File: src/rtl/sarq_pkg.sv
// Shared types and constants for the sprite animation ring queue.
package sarq_pkg;

   localparam int SLOTS_DEF       = 10;
   localparam int ANIM_FRAMES_DEF = 8;
   localparam int HOLD_TICKS_DEF  = 4;

   localparam logic [7:0] BASE_TILE_RST    = 8'h30;
   localparam logic [7:0] PALETTE_ATTR_RST = 8'h01;

   localparam logic OP_ADD  = 1'b0;
   localparam logic OP_TICK = 1'b1;

   localparam logic CSR_BASE_TILE    = 1'b0;
   localparam logic CSR_PALETTE_ATTR = 1'b1;

   localparam int RECIP_SHIFT = 16;

   typedef struct packed {
      logic       opcode;
      logic [7:0] pos_x;
      logic [7:0] pos_y;
   } req_type;

   typedef struct packed {
      logic [7:0] sprite_x;
      logic [7:0] drift_y;
      logic [7:0] tile_id;
      logic [7:0] attr;
      logic       last_sprite;
   } rsp_type;

   typedef struct packed {
      logic wr_en;
      logic wr_add;
      logic emit;
      logic last;
   } cmd_type;

   typedef struct packed {
      logic out_free;
      logic cd_expire;
   } status_type;

endpackage

File: src/rtl/sarq_ctrl.sv
// Controller: ring indexes, slot walk sequencing and input transfer control.
module sarq_ctrl #(
   parameter int SLOTS = sarq_pkg::SLOTS_DEF,
   localparam int IDX_W = $clog2(SLOTS)
) (
   input  logic                 clock,
   input  logic                 reset,
   input  logic                 req_valid,
   output logic                 req_stall,
   input  sarq_pkg::req_type    req_data,
   input  sarq_pkg::status_type status,
   output sarq_pkg::cmd_type    cmd,
   output logic [IDX_W-1:0]     wr_addr,
   output logic [IDX_W-1:0]     rd_addr
);

   localparam logic ST_IDLE = 1'b0;
   localparam logic ST_WALK = 1'b1;

   logic             state_ff, state_in;
   logic [IDX_W-1:0] head_ff, head_in;
   logic [IDX_W-1:0] tail_ff, tail_in;
   logic [IDX_W-1:0] cur_ff, cur_in;
   logic [IDX_W-1:0] stop_ff, stop_in;
   logic             req_accept;

   function automatic logic [IDX_W-1:0] next_idx(input logic [IDX_W-1:0] i);
      next_idx = (i == IDX_W'(SLOTS - 1)) ? '0 : i + 1'b1;
   endfunction

   assign req_stall  = (state_ff != ST_IDLE);
   assign req_accept = req_valid && !req_stall;

   always_comb begin
      state_in = state_ff;
      head_in  = head_ff;
      tail_in  = tail_ff;
      cur_in   = cur_ff;
      stop_in  = stop_ff;
      cmd      = '0;
      wr_addr  = cur_ff;
      rd_addr  = cur_ff;
      unique case (state_ff)
         ST_IDLE: begin
            rd_addr = head_ff;
            if (req_accept) begin
               if (req_data.opcode == sarq_pkg::OP_ADD) begin
                  cmd.wr_en  = 1'b1;
                  cmd.wr_add = 1'b1;
                  wr_addr    = tail_ff;
                  tail_in    = next_idx(tail_ff);
                  if (next_idx(tail_ff) == head_ff) begin
                     head_in = next_idx(head_ff);
                  end
               end else if (head_ff != tail_ff) begin
                  cur_in   = head_ff;
                  stop_in  = tail_ff;
                  state_in = ST_WALK;
               end
            end
         end
         ST_WALK: begin
            if (status.out_free) begin
               cmd.emit  = 1'b1;
               cmd.wr_en = 1'b1;
               cmd.last  = (next_idx(cur_ff) == stop_ff);
               rd_addr   = next_idx(cur_ff);
               cur_in    = next_idx(cur_ff);
               if (status.cd_expire) begin
                  head_in = next_idx(head_ff);
               end
               if (next_idx(cur_ff) == stop_ff) begin
                  state_in = ST_IDLE;
               end
            end
         end
         default: begin
            state_in = ST_IDLE;
         end
      endcase
   end

   always_ff @(posedge clock) begin
      if (reset) begin
         state_ff <= ST_IDLE;
         head_ff  <= '0;
         tail_ff  <= '0;
      end else begin
         state_ff <= state_in;
         head_ff  <= head_in;
         tail_ff  <= tail_in;
      end
   end

   always_ff @(posedge clock) begin
      cur_ff  <= cur_in;
      stop_ff <= stop_in;
   end

   a_walk_not_at_stop: assert property (@(posedge clock) disable iff (reset)
      (state_ff == ST_WALK) |-> (cur_ff != stop_ff))
      else $error("walk cursor reached stop index");

   a_add_not_empty: assert property (@(posedge clock) disable iff (reset)
      (req_accept && req_data.opcode == sarq_pkg::OP_ADD) |=> (head_ff != tail_ff))
      else $error("ring empty after add");

   a_empty_tick_idle: assert property (@(posedge clock) disable iff (reset)
      (req_accept && req_data.opcode == sarq_pkg::OP_TICK && head_ff == tail_ff)
      |=> (state_ff == ST_IDLE))
      else $error("empty tick started a walk");

endmodule

File: src/rtl/sarq_datapath.sv
// Datapath: slot memory, configuration registers, sprite math and output register.
module sarq_datapath #(
   parameter int SLOTS       = sarq_pkg::SLOTS_DEF,
   parameter int ANIM_FRAMES = sarq_pkg::ANIM_FRAMES_DEF,
   parameter int HOLD_TICKS  = sarq_pkg::HOLD_TICKS_DEF,
   localparam int IDX_W = $clog2(SLOTS)
) (
   input  logic                 clock,
   input  logic                 reset,
   input  sarq_pkg::cmd_type    cmd,
   input  logic [IDX_W-1:0]     wr_addr,
   input  logic [IDX_W-1:0]     rd_addr,
   input  sarq_pkg::req_type    req_data,
   output sarq_pkg::status_type status,
   input  logic                 csr_valid,
   output logic                 csr_ready,
   input  logic                 csr_index,
   input  logic [7:0]           csr_data,
   output logic                 rsp_valid,
   input  logic                 rsp_stall,
   output sarq_pkg::rsp_type    rsp_data
);

   localparam int FULL_COUNT = ANIM_FRAMES * HOLD_TICKS - 1;
   localparam int CD_W       = (FULL_COUNT == 0) ? 8 : $clog2(FULL_COUNT + 1);
   localparam int RECIP      = ((1 << sarq_pkg::RECIP_SHIFT) + HOLD_TICKS - 1) / HOLD_TICKS;
   localparam int RECIP_W    = sarq_pkg::RECIP_SHIFT + 1;
   localparam int MUL_W      = 8 + RECIP_W;

   localparam logic [CD_W-1:0]    FULL_CD  = CD_W'(FULL_COUNT);
   localparam logic [7:0]         FULL8    = 8'(FULL_COUNT);
   localparam logic [7:0]         AFM1     = 8'(ANIM_FRAMES - 1);
   localparam logic [RECIP_W-1:0] RECIP_V  = RECIP_W'(RECIP);

   logic [7:0]      x_mem  [SLOTS];
   logic [7:0]      y_mem  [SLOTS];
   logic [CD_W-1:0] cd_mem [SLOTS];

   logic [7:0]       rd_x_ff;
   logic [7:0]       rd_y_ff;
   logic [CD_W-1:0]  rd_cd_ff;
   logic [7:0]       base_tile_ff, base_tile_in;
   logic [7:0]       palette_attr_ff, palette_attr_in;
   logic             rsp_valid_ff;
   sarq_pkg::rsp_type rsp_data_ff;

   logic [CD_W-1:0]  cd_dec;
   logic [7:0]       cd8;
   logic [MUL_W-1:0] product;
   logic [7:0]       quot;
   sarq_pkg::rsp_type sprite;

   assign csr_ready = 1'b1;

   always_comb begin
      base_tile_in    = base_tile_ff;
      palette_attr_in = palette_attr_ff;
      if (csr_valid && csr_ready) begin
         unique case (csr_index)
            sarq_pkg::CSR_BASE_TILE:    base_tile_in    = csr_data;
            sarq_pkg::CSR_PALETTE_ATTR: palette_attr_in = csr_data;
            default: begin
            end
         endcase
      end
   end

   always_ff @(posedge clock) begin
      if (reset) begin
         base_tile_ff    <= sarq_pkg::BASE_TILE_RST;
         palette_attr_ff <= sarq_pkg::PALETTE_ATTR_RST;
      end else begin
         base_tile_ff    <= base_tile_in;
         palette_attr_ff <= palette_attr_in;
      end
   end

   always_ff @(posedge clock) begin
      if (cmd.wr_en) begin
         cd_mem[wr_addr] <= cmd.wr_add ? FULL_CD : cd_dec;
      end
      if (cmd.wr_en && cmd.wr_add) begin
         x_mem[wr_addr] <= req_data.pos_x;
         y_mem[wr_addr] <= req_data.pos_y;
      end
      rd_x_ff  <= x_mem[rd_addr];
      rd_y_ff  <= y_mem[rd_addr];
      rd_cd_ff <= cd_mem[rd_addr];
   end

   always_comb begin
      cd_dec  = rd_cd_ff - 1'b1;
      cd8     = 8'(rd_cd_ff);
      product = MUL_W'(cd8) * MUL_W'(RECIP_V);
      quot    = product[sarq_pkg::RECIP_SHIFT +: 8];
      sprite.sprite_x    = rd_x_ff;
      sprite.drift_y     = rd_y_ff + cd8 - FULL8;
      sprite.tile_id     = base_tile_ff + (AFM1 - quot);
      sprite.attr        = palette_attr_ff;
      sprite.last_sprite = cmd.last;
   end

   assign status.out_free  = !rsp_valid_ff || !rsp_stall;
   assign status.cd_expire = (cd_dec == '0);

   always_ff @(posedge clock) begin
      if (reset) begin
         rsp_valid_ff <= 1'b0;
      end else if (cmd.emit) begin
         rsp_valid_ff <= 1'b1;
      end else if (!rsp_stall) begin
         rsp_valid_ff <= 1'b0;
      end
   end

   always_ff @(posedge clock) begin
      if (cmd.emit) begin
         rsp_data_ff <= sprite;
      end
   end

   assign rsp_valid = rsp_valid_ff;
   assign rsp_data  = rsp_data_ff;

   a_emit_when_free: assert property (@(posedge clock) disable iff (reset)
      cmd.emit |-> (!rsp_valid_ff || !rsp_stall))
      else $error("sprite loaded over a pending transfer");

   a_emit_writes_back: assert property (@(posedge clock) disable iff (reset)
      cmd.emit |-> (cmd.wr_en && !cmd.wr_add))
      else $error("emitted sprite without countdown update");

   a_emit_shows: assert property (@(posedge clock) disable iff (reset)
      cmd.emit |=> (rsp_valid_ff && rsp_data_ff.attr == $past(palette_attr_ff)))
      else $error("loaded sprite not presented");

endmodule

File: src/rtl/sprite_animation_ring_queue_unit.sv
// Top level of the sprite animation ring queue.
// An add (opcode 0) stores a new animation at the ring tail, dropping the oldest
// slot when the ring is full; at most SLOTS-1 slots are active. A tick (opcode 1)
// emits one sprite per active slot, oldest first, at one sprite per cycle while
// rsp_stall is low; the walk rate is set by the single read port of the slot memory.
// req_stall stays high during the walk. An empty tick emits nothing. The last sprite
// of a tick has last_sprite set. Configuration registers (index 0 base_tile, index 1
// palette_attr) are always ready; the user must write them only while the block is
// idle, and the block itself does not enforce this.
module sprite_animation_ring_queue_unit #(
   parameter int SLOTS       = sarq_pkg::SLOTS_DEF,
   parameter int ANIM_FRAMES = sarq_pkg::ANIM_FRAMES_DEF,
   parameter int HOLD_TICKS  = sarq_pkg::HOLD_TICKS_DEF
) (
   input  logic              clock,
   input  logic              reset,
   input  logic              req_valid,
   output logic              req_stall,
   input  sarq_pkg::req_type req_data,
   output logic              rsp_valid,
   input  logic              rsp_stall,
   output sarq_pkg::rsp_type rsp_data,
   input  logic              csr_valid,
   output logic              csr_ready,
   input  logic              csr_index,
   input  logic [7:0]        csr_data
);

   localparam int IDX_W = $clog2(SLOTS);

   sarq_pkg::cmd_type    cmd;
   sarq_pkg::status_type status;
   logic [IDX_W-1:0]     wr_addr;
   logic [IDX_W-1:0]     rd_addr;

   sarq_ctrl #(
      .SLOTS (SLOTS)
   ) u_ctrl (
      .clock     (clock),
      .reset     (reset),
      .req_valid (req_valid),
      .req_stall (req_stall),
      .req_data  (req_data),
      .status    (status),
      .cmd       (cmd),
      .wr_addr   (wr_addr),
      .rd_addr   (rd_addr)
   );

   sarq_datapath #(
      .SLOTS       (SLOTS),
      .ANIM_FRAMES (ANIM_FRAMES),
      .HOLD_TICKS  (HOLD_TICKS)
   ) u_datapath (
      .clock     (clock),
      .reset     (reset),
      .cmd       (cmd),
      .wr_addr   (wr_addr),
      .rd_addr   (rd_addr),
      .req_data  (req_data),
      .status    (status),
      .csr_valid (csr_valid),
      .csr_ready (csr_ready),
      .csr_index (csr_index),
      .csr_data  (csr_data),
      .rsp_valid (rsp_valid),
      .rsp_stall (rsp_stall),
      .rsp_data  (rsp_data)
   );

endmodule

File: config.mk
export PLATFORM = sky130hd
export DESIGN_NAME = sprite_animation_ring_queue_unit
export DESIGN_NICKNAME = d
export VERILOG_FILES = /design/src/rtl/sarq_pkg.sv /design/src/rtl/sarq_ctrl.sv /design/src/rtl/sarq_datapath.sv /design/src/rtl/sprite_animation_ring_queue_unit.sv
export SDC_FILE = /design/constraint.sdc
export NUM_CORES = 1
export LEC_CHECK = 0
export BUFFER_PORTS_ARGS = -buffer_cell sky130_fd_sc_hd__buf_4
export CORE_ASPECT_RATIO = 0.6
export CORE_MARGIN = 4
export CORE_UTILIZATION = 60
export CTS_CLUSTER_DIAMETER = 150
export DETAILED_ROUTE_END_ITERATION = 10
export PLACE_DENSITY = 0.79
export SLEW_MARGIN = 5
export SYNTH_ARGS = -nofsm -noshare
export SYNTH_HDL_FRONTEND = slang
export SYNTH_HIERARCHICAL = 1
export SYNTH_SLANG_ARGS = --single-unit
File: constraint.sdc
create_clock -name clock -period 11.94 [get_ports clock]
set_input_delay 0.597 -clock clock [delete_from_list [all_inputs] [get_ports clock]]
set_output_delay 0.597 -clock clock [all_outputs]
set_load 0.05 [all_outputs]
# Word level (Yosys, flattened, before mapping)
# Memory sizes are Yosys's and may differ from the RTL's. A register that Yosys moved wholly into a read port is not among the register bits.
# Index checks and enable logic that the tools add are counted.
[op_classes]
add_sub_neg = 8
multipliers = 0
n_div = 0
n_lt_le_gt_ge = 0
n_eq_ne = 14
shift = 0
mux = 38
bitwise = 3
n_reduce_logical = 14
[op_table]
columns = ["op", "n"]
rows = [
  ["two-way mux 4 bit", 15],
  ["one-hot mux 4 bit (2 select lines)", 3],
  ["two-way mux 1 bit", 13],
  ["adder 4 x 1 -> 4 bit (second input constant)", 3],
  ["equality test 4 bit (second input constant)", 3],
  ["adder 8 x 5 -> 8 bit", 1],
  ["adder 8 bit", 1],
  ["equality test 4 bit", 2],
  ["two-way mux 2 bit", 4],
  ["!= test 2 x 1 -> 1 bit (second input constant)", 4],
  ["!= test 2 bit (second input constant)", 4],
  ["subtractor 8 x 5 -> 8 bit (second input constant)", 1],
  ["AND reduction 2 bit", 3],
  ["AND reduction 3 bit", 2],
  ["logical NOT 5 bit", 1],
  ["two-way mux 5 bit", 1],
  ["AND reduction 5 bit", 1],
  ["subtractor 5 x 1 -> 5 bit (second input constant)", 1],
  ["!= test 4 bit", 1],
  ["one-hot mux 1 bit (2 select lines)", 2],
  ["AND reduction 4 bit", 1],
  ["subtractor 3 x 3 -> 4 bit (first input constant)", 1],
  ["logical NOT 1 bit", 3],
  ["NOT 1 bit", 3],
  ["other kinds (2)", 3],
]
[totals]
reg_bits = 67
latchBits = 0
ramBits = 210
rom_bits = 0
input_bits = 31
out_inout_bits = 36
word_cells = 93
mem_count = 3
[mem_list]
columns = ["name", "depth", "width", "rd", "rd_clocked_by_memory_dff", "wr", "line_no", "source"]
rows = [
  ["u_datapath.x_mem", 10, 8, 1, 1, 1, "sarq_datapath.sv:35", "logic [7:0] x_mem [SLOTS];"],
  ["u_datapath.y_mem", 10, 8, 1, 1, 1, "sarq_datapath.sv:36", "logic [7:0] y_mem [SLOTS];"],
  ["u_datapath.cd_mem", 10, 5, 1, 1, 1, "sarq_datapath.sv:37", "logic [CD_W-1:0] cd_mem [SLOTS];"],
]

# Logic depth before layout (Yosys ltp)
[depth]
ltp_word = 7
mapped_depth = 11
depth_no_buf = 9

# Modules after synthesis
# The synthesis kept the hierarchy.
[modules_own_cells]
columns = ["mod", "instances", "cells_per_inst", "area_per_inst_um2", "seq_area_each_um2"]
rows = [
  ["sarq_datapath", 1, 659, 10880.4, 8057.7],
  ["sarq_ctrl", 1, 126, 1144.8, 420.4],
]

# Worst setup path after synthesis
# Ideal clock, no wire load.
[synth_timing]
kind = "input to register"
start = "input port rsp_stall"
end = "memory u_datapath.x_mem[0][0], enable pin"
setup_time_ns = 0.409
t_arrival_ns = 3.748
required_ns = 11.531
path_slack_ns = 7.783
cell_stages = 6
path_buffers = 1
cell_sequence = "nand2_1 clkbuf_1 and2_1 or2_2 or3b_2 nor3_1"
[synth_rtl]
columns = ["element", "line_no", "source"]
rows = [
  ["start, declared", "sprite_animation_ring_queue_unit.sv:21", "input logic rsp_stall,"],
  ["end, declared", "sarq_datapath.sv:35", ""],
]

==> impl_metrics.py <==
metrics = {
    "grt": {
        "grt_max_degree": 55,
        "grt_usage_pct": 21.95,
        "grt_pass1_wl_um": 38590,
        "grt_pass1_vias": 6676,
        "grt_antenna_before_repair": 0,
        "overflow": 0,
    },
    "sta": {
        "worstMarginPinSlew_ns": 1.272,
        "setup_viol_count_final": 0,
        "period_needed_ns": 3.918,
        "drv_slew": 0,
        "tns_ns": 0,
        "final_hold_viol_count": 0,
        "fmax_mhz": 255.2,
        "holdWs_ns": 0.3067,
        "fin_worst_skew_ns": 0.01058,
        "period_share_pct": 32.81,
        "relSlewSlack_pct": 14.77,
        "rsz0062_at_grt": "false",
    },
    "logic_synthesis": {
        "ys.flop_type": "edfxtp_1",
        "yosysUniqueCellTypes": 58,
        "synth_fa_ha_area_share_pct": 1.373,
        "synth_top_area_share_pct": 62.68,
        "yosysWarnings": 6,
        "synthMuxAreaShare_pct": 10.14,
        "syn_nets": 828,
        "synth_top_family_by_area": "multiplexers",
        "ys_seq_elements": 298,
        "ys_seq_area_share_pct": 70.50,
        "synthesis.area_um2": 12030,
        "synthSimpleGateAreaFrac_pct": 6.274,
        "synthCells": 785,
        "async_reset_ff_share_pct": 0,
        "syn_avg_cell_area_um2": 15.32,
        "synthXorXnorAreaFrac_pct": 2.320,
        "synth_edf_count": 251,
        "yosys.area.top_type": "edfxtp_1",
        "synth_area_leaders": "edfxtp_1, dfxtp_1, mux2_2",
        "synth_compound_area_share_pct": 6.493,
    },
    "worst_hold_path": {
        "min_from": "csr_data[4]",
        "min_to": "u_datapath/base_tile_ff[4]",
        "hold_path_depth": 3,
        "min_path_type": "in2reg",
    },
    "placement": {
        "port_buffers": 65,
        "gp_congestion": 0.8873,
        "hpwl_um": 15510,
    },
    "clocking": {
        "cts_tree": "yes",
        "cts_sinks": 298,
        "cts_root_buf": "clkbuf_16",
        "cts_resized": 0,
        "cts_buffers": 26,
        "post-cts-setup-buffer-count": 0,
        "cts_htree_levels": 1,
        "ctsHoldBuffers": 0,
        "clk_latency_ns": 0.53,
        "clk_pin_slew_ns": 0.06,
        "clk_path_buf_depth": 3,
    },
    "outcome": {
        "status": "complete, no violations",
    },
    "final_layout": {
        "final_common_cell": "edfxtp_1",
        "antenna_cells": 0,
        "area_growth_pct": 12.85,
        "final_nets": 890,
        "drive_gt1_share_pct": 23.53,
        "layout_common_cells": "edfxtp_1, buf_4, mux2_2",
        "final_core_utilization_pct": 70.05,
    },
    "route": {
        "drt_iter0_drc": 814,
        "drt-total-wl_um": 24660,
        "routed_via_density": 5.973,
        "vias": 6767,
        "wl_per_cell_um": 21.77,
        "drt-pass1-iter-count": 6,
        "ant_nets": 0,
        "drc": 0,
    },
    "setup_path": {
        "startpoint_type": "register",
        "cp_slowest_cell": "nor3_2",
        "r2r_slack_ns": 8.02,
        "max_stage_delay_ns": 1.09,
        "crit_type": "reg2reg",
        "crit_path_cell_trace": "nor3b_2 -> nand2_1 -> o21ai_0 -> nand2_1 -> nor3_2",
        "r2r_end": "u_datapath/x_mem[9][7]",
        "critPathMaxFanout": 17,
        "timing.rr.start": "u_ctrl/req_stall",
        "cp_common_cell": "nand2_1",
        "cp_data_required_time_ns": 12.08,
        "cp_data_arrival_time_ns": 4.06,
        "crit_start": "u_ctrl/req_stall",
        "critPathCaptureType": "register",
        "r2r_cells": 5,
    },
    "die": {
        "die_h_um": 117.7,
        "die_x_um": 190.8,
        "dieArea_um2": 22450,
        "initial_core_util_pct": 62.07,
        "core_um2": 19370,
        "num_io_pins": 67,
        "rows": 39,
    },
    "pwr": {
        "powerDensity_nw_per_um2": 167.3,
        "ir_drop_mv": 0.1015,
        "leakage_uw": 0.004565,
    },
    "flow_run": {
        "cap_violations": 0,
    },
}
[critical path, delay by kind of cell (launching register included)]
family,cells,cell delay [ns]
AND/OR/NAND/NOR,4,2.62
AO/OA/AOI/OAI,1,0.43
flip-flops,1,0.48
[how the worst max path moves through the flow]
stage	endpoint	slack (ns)	cells past startpoint
final	u_datapath/x_mem[9][7]	8.02	5
after CTS	u_datapath/x_mem[9][7]	8.11	5
after global placement	u_datapath/x_mem[9][6]	8.26	6
after floorplan	u_datapath/x_mem[0][0]	7.78	6
after global routing	u_datapath/x_mem[9][7]	7.73	5
after detailed placement	u_datapath/y_mem[9][3]	8.00	6
[cell usage after synthesis, types with 2 or more instances]
cell	instances
nand3_1	12
ha_1	10
o22ai_1	7
buf_2	6
nor3_1	13
a21o_1	4
a21oi_1	25
nor3b_1	3
buf_8	3
o221ai_1	14
xnor2_1	19
o21ai_0	8
xor2_1	11
and3_1	4
nand3b_1	5
dfxtp_1	47
o21ai_1	22
mux2_2	65
a22oi_1	15
nand2_1	63
nor2_1	28
nand2b_1	11
inv_1	15
nor2b_1	7
buf_4	2
mux2i_1	45
or2_2	4
fa_1	2
clkbuf_1	23
edfxtp_1	251
a221o_1	7
mux2_1	2
buf_6	6
buf_12	2
[final cells by class]
cell class / instances / area (µm²)
clock buffer: 39 / 759.5
clock inverter: 9 / 108.9
fill: 1262 / 5802
inverter: 15 / 56.30
multi-input combinational: 429 / 3257
sequential: 298 / 8478
tap: 266 / 332.8
timing repair buffer: 77 / 578.1
[per-stage QoR]
stage          setup slack (ns)  instance area, µm²  total power (µW)  instances
2_1_floorplan             7.783               12030              1383        785
3_3_place_gp              8.262               12700              1439       1085
3_5_place_dp              7.996               12700              1450       1085
4_1_cts                   8.111               13560              2280       1133
5_1_grt                   7.729               13570              2356       1133
6_report                  8.022               13570              2270       1133
[routing by layer]
metal	track usage (%)	routed length, µm
met1	34.85	11560
met2	31.46	10590
met3	4.475	1970
met4	5.112	541
met5	0	0
[power by group]
part | switching, µW | internal [µW] | total [µW]
combinational | 146 | 91.5 | 238
clock | 354 | 485 | 839
sequential | 20.0 | 1170 | 1190
[sequential cells by signal, summed over array words and instances, names as in the netlist]
name	count
u_datapath/cd_mem	50
u_ctrl/req_stall	1
u_ctrl/tail_ff	4
u_datapath/rsp_data	33
u_ctrl/stop_ff	4
u_ctrl/head_ff	4
u_datapath/palette_attr_ff	8
u_datapath/rd_cd_ff	5
u_datapath/base_tile_ff	8
u_datapath/rd_y_ff	8
u_ctrl/cur_ff	4
u_datapath/rsp_valid	1
u_datapath/x_mem	80
u_datapath/y_mem	80
u_datapath/rd_x_ff	8
[kinds of logic (layout without fill, tap and decap cells)]
kind of cell | count (synthesis) | in the layout
compound gates | 114 | 114
fa+ha+maj | 12 | 12
flops | 298 | 298
other cells | 1 | 1
simple gates | 158 | 158
mux | 113 | 113
buf+inv | 58 | 140
xor+xnor | 31 | 31
No activity file was read; power rests on OpenSTA's default activity.
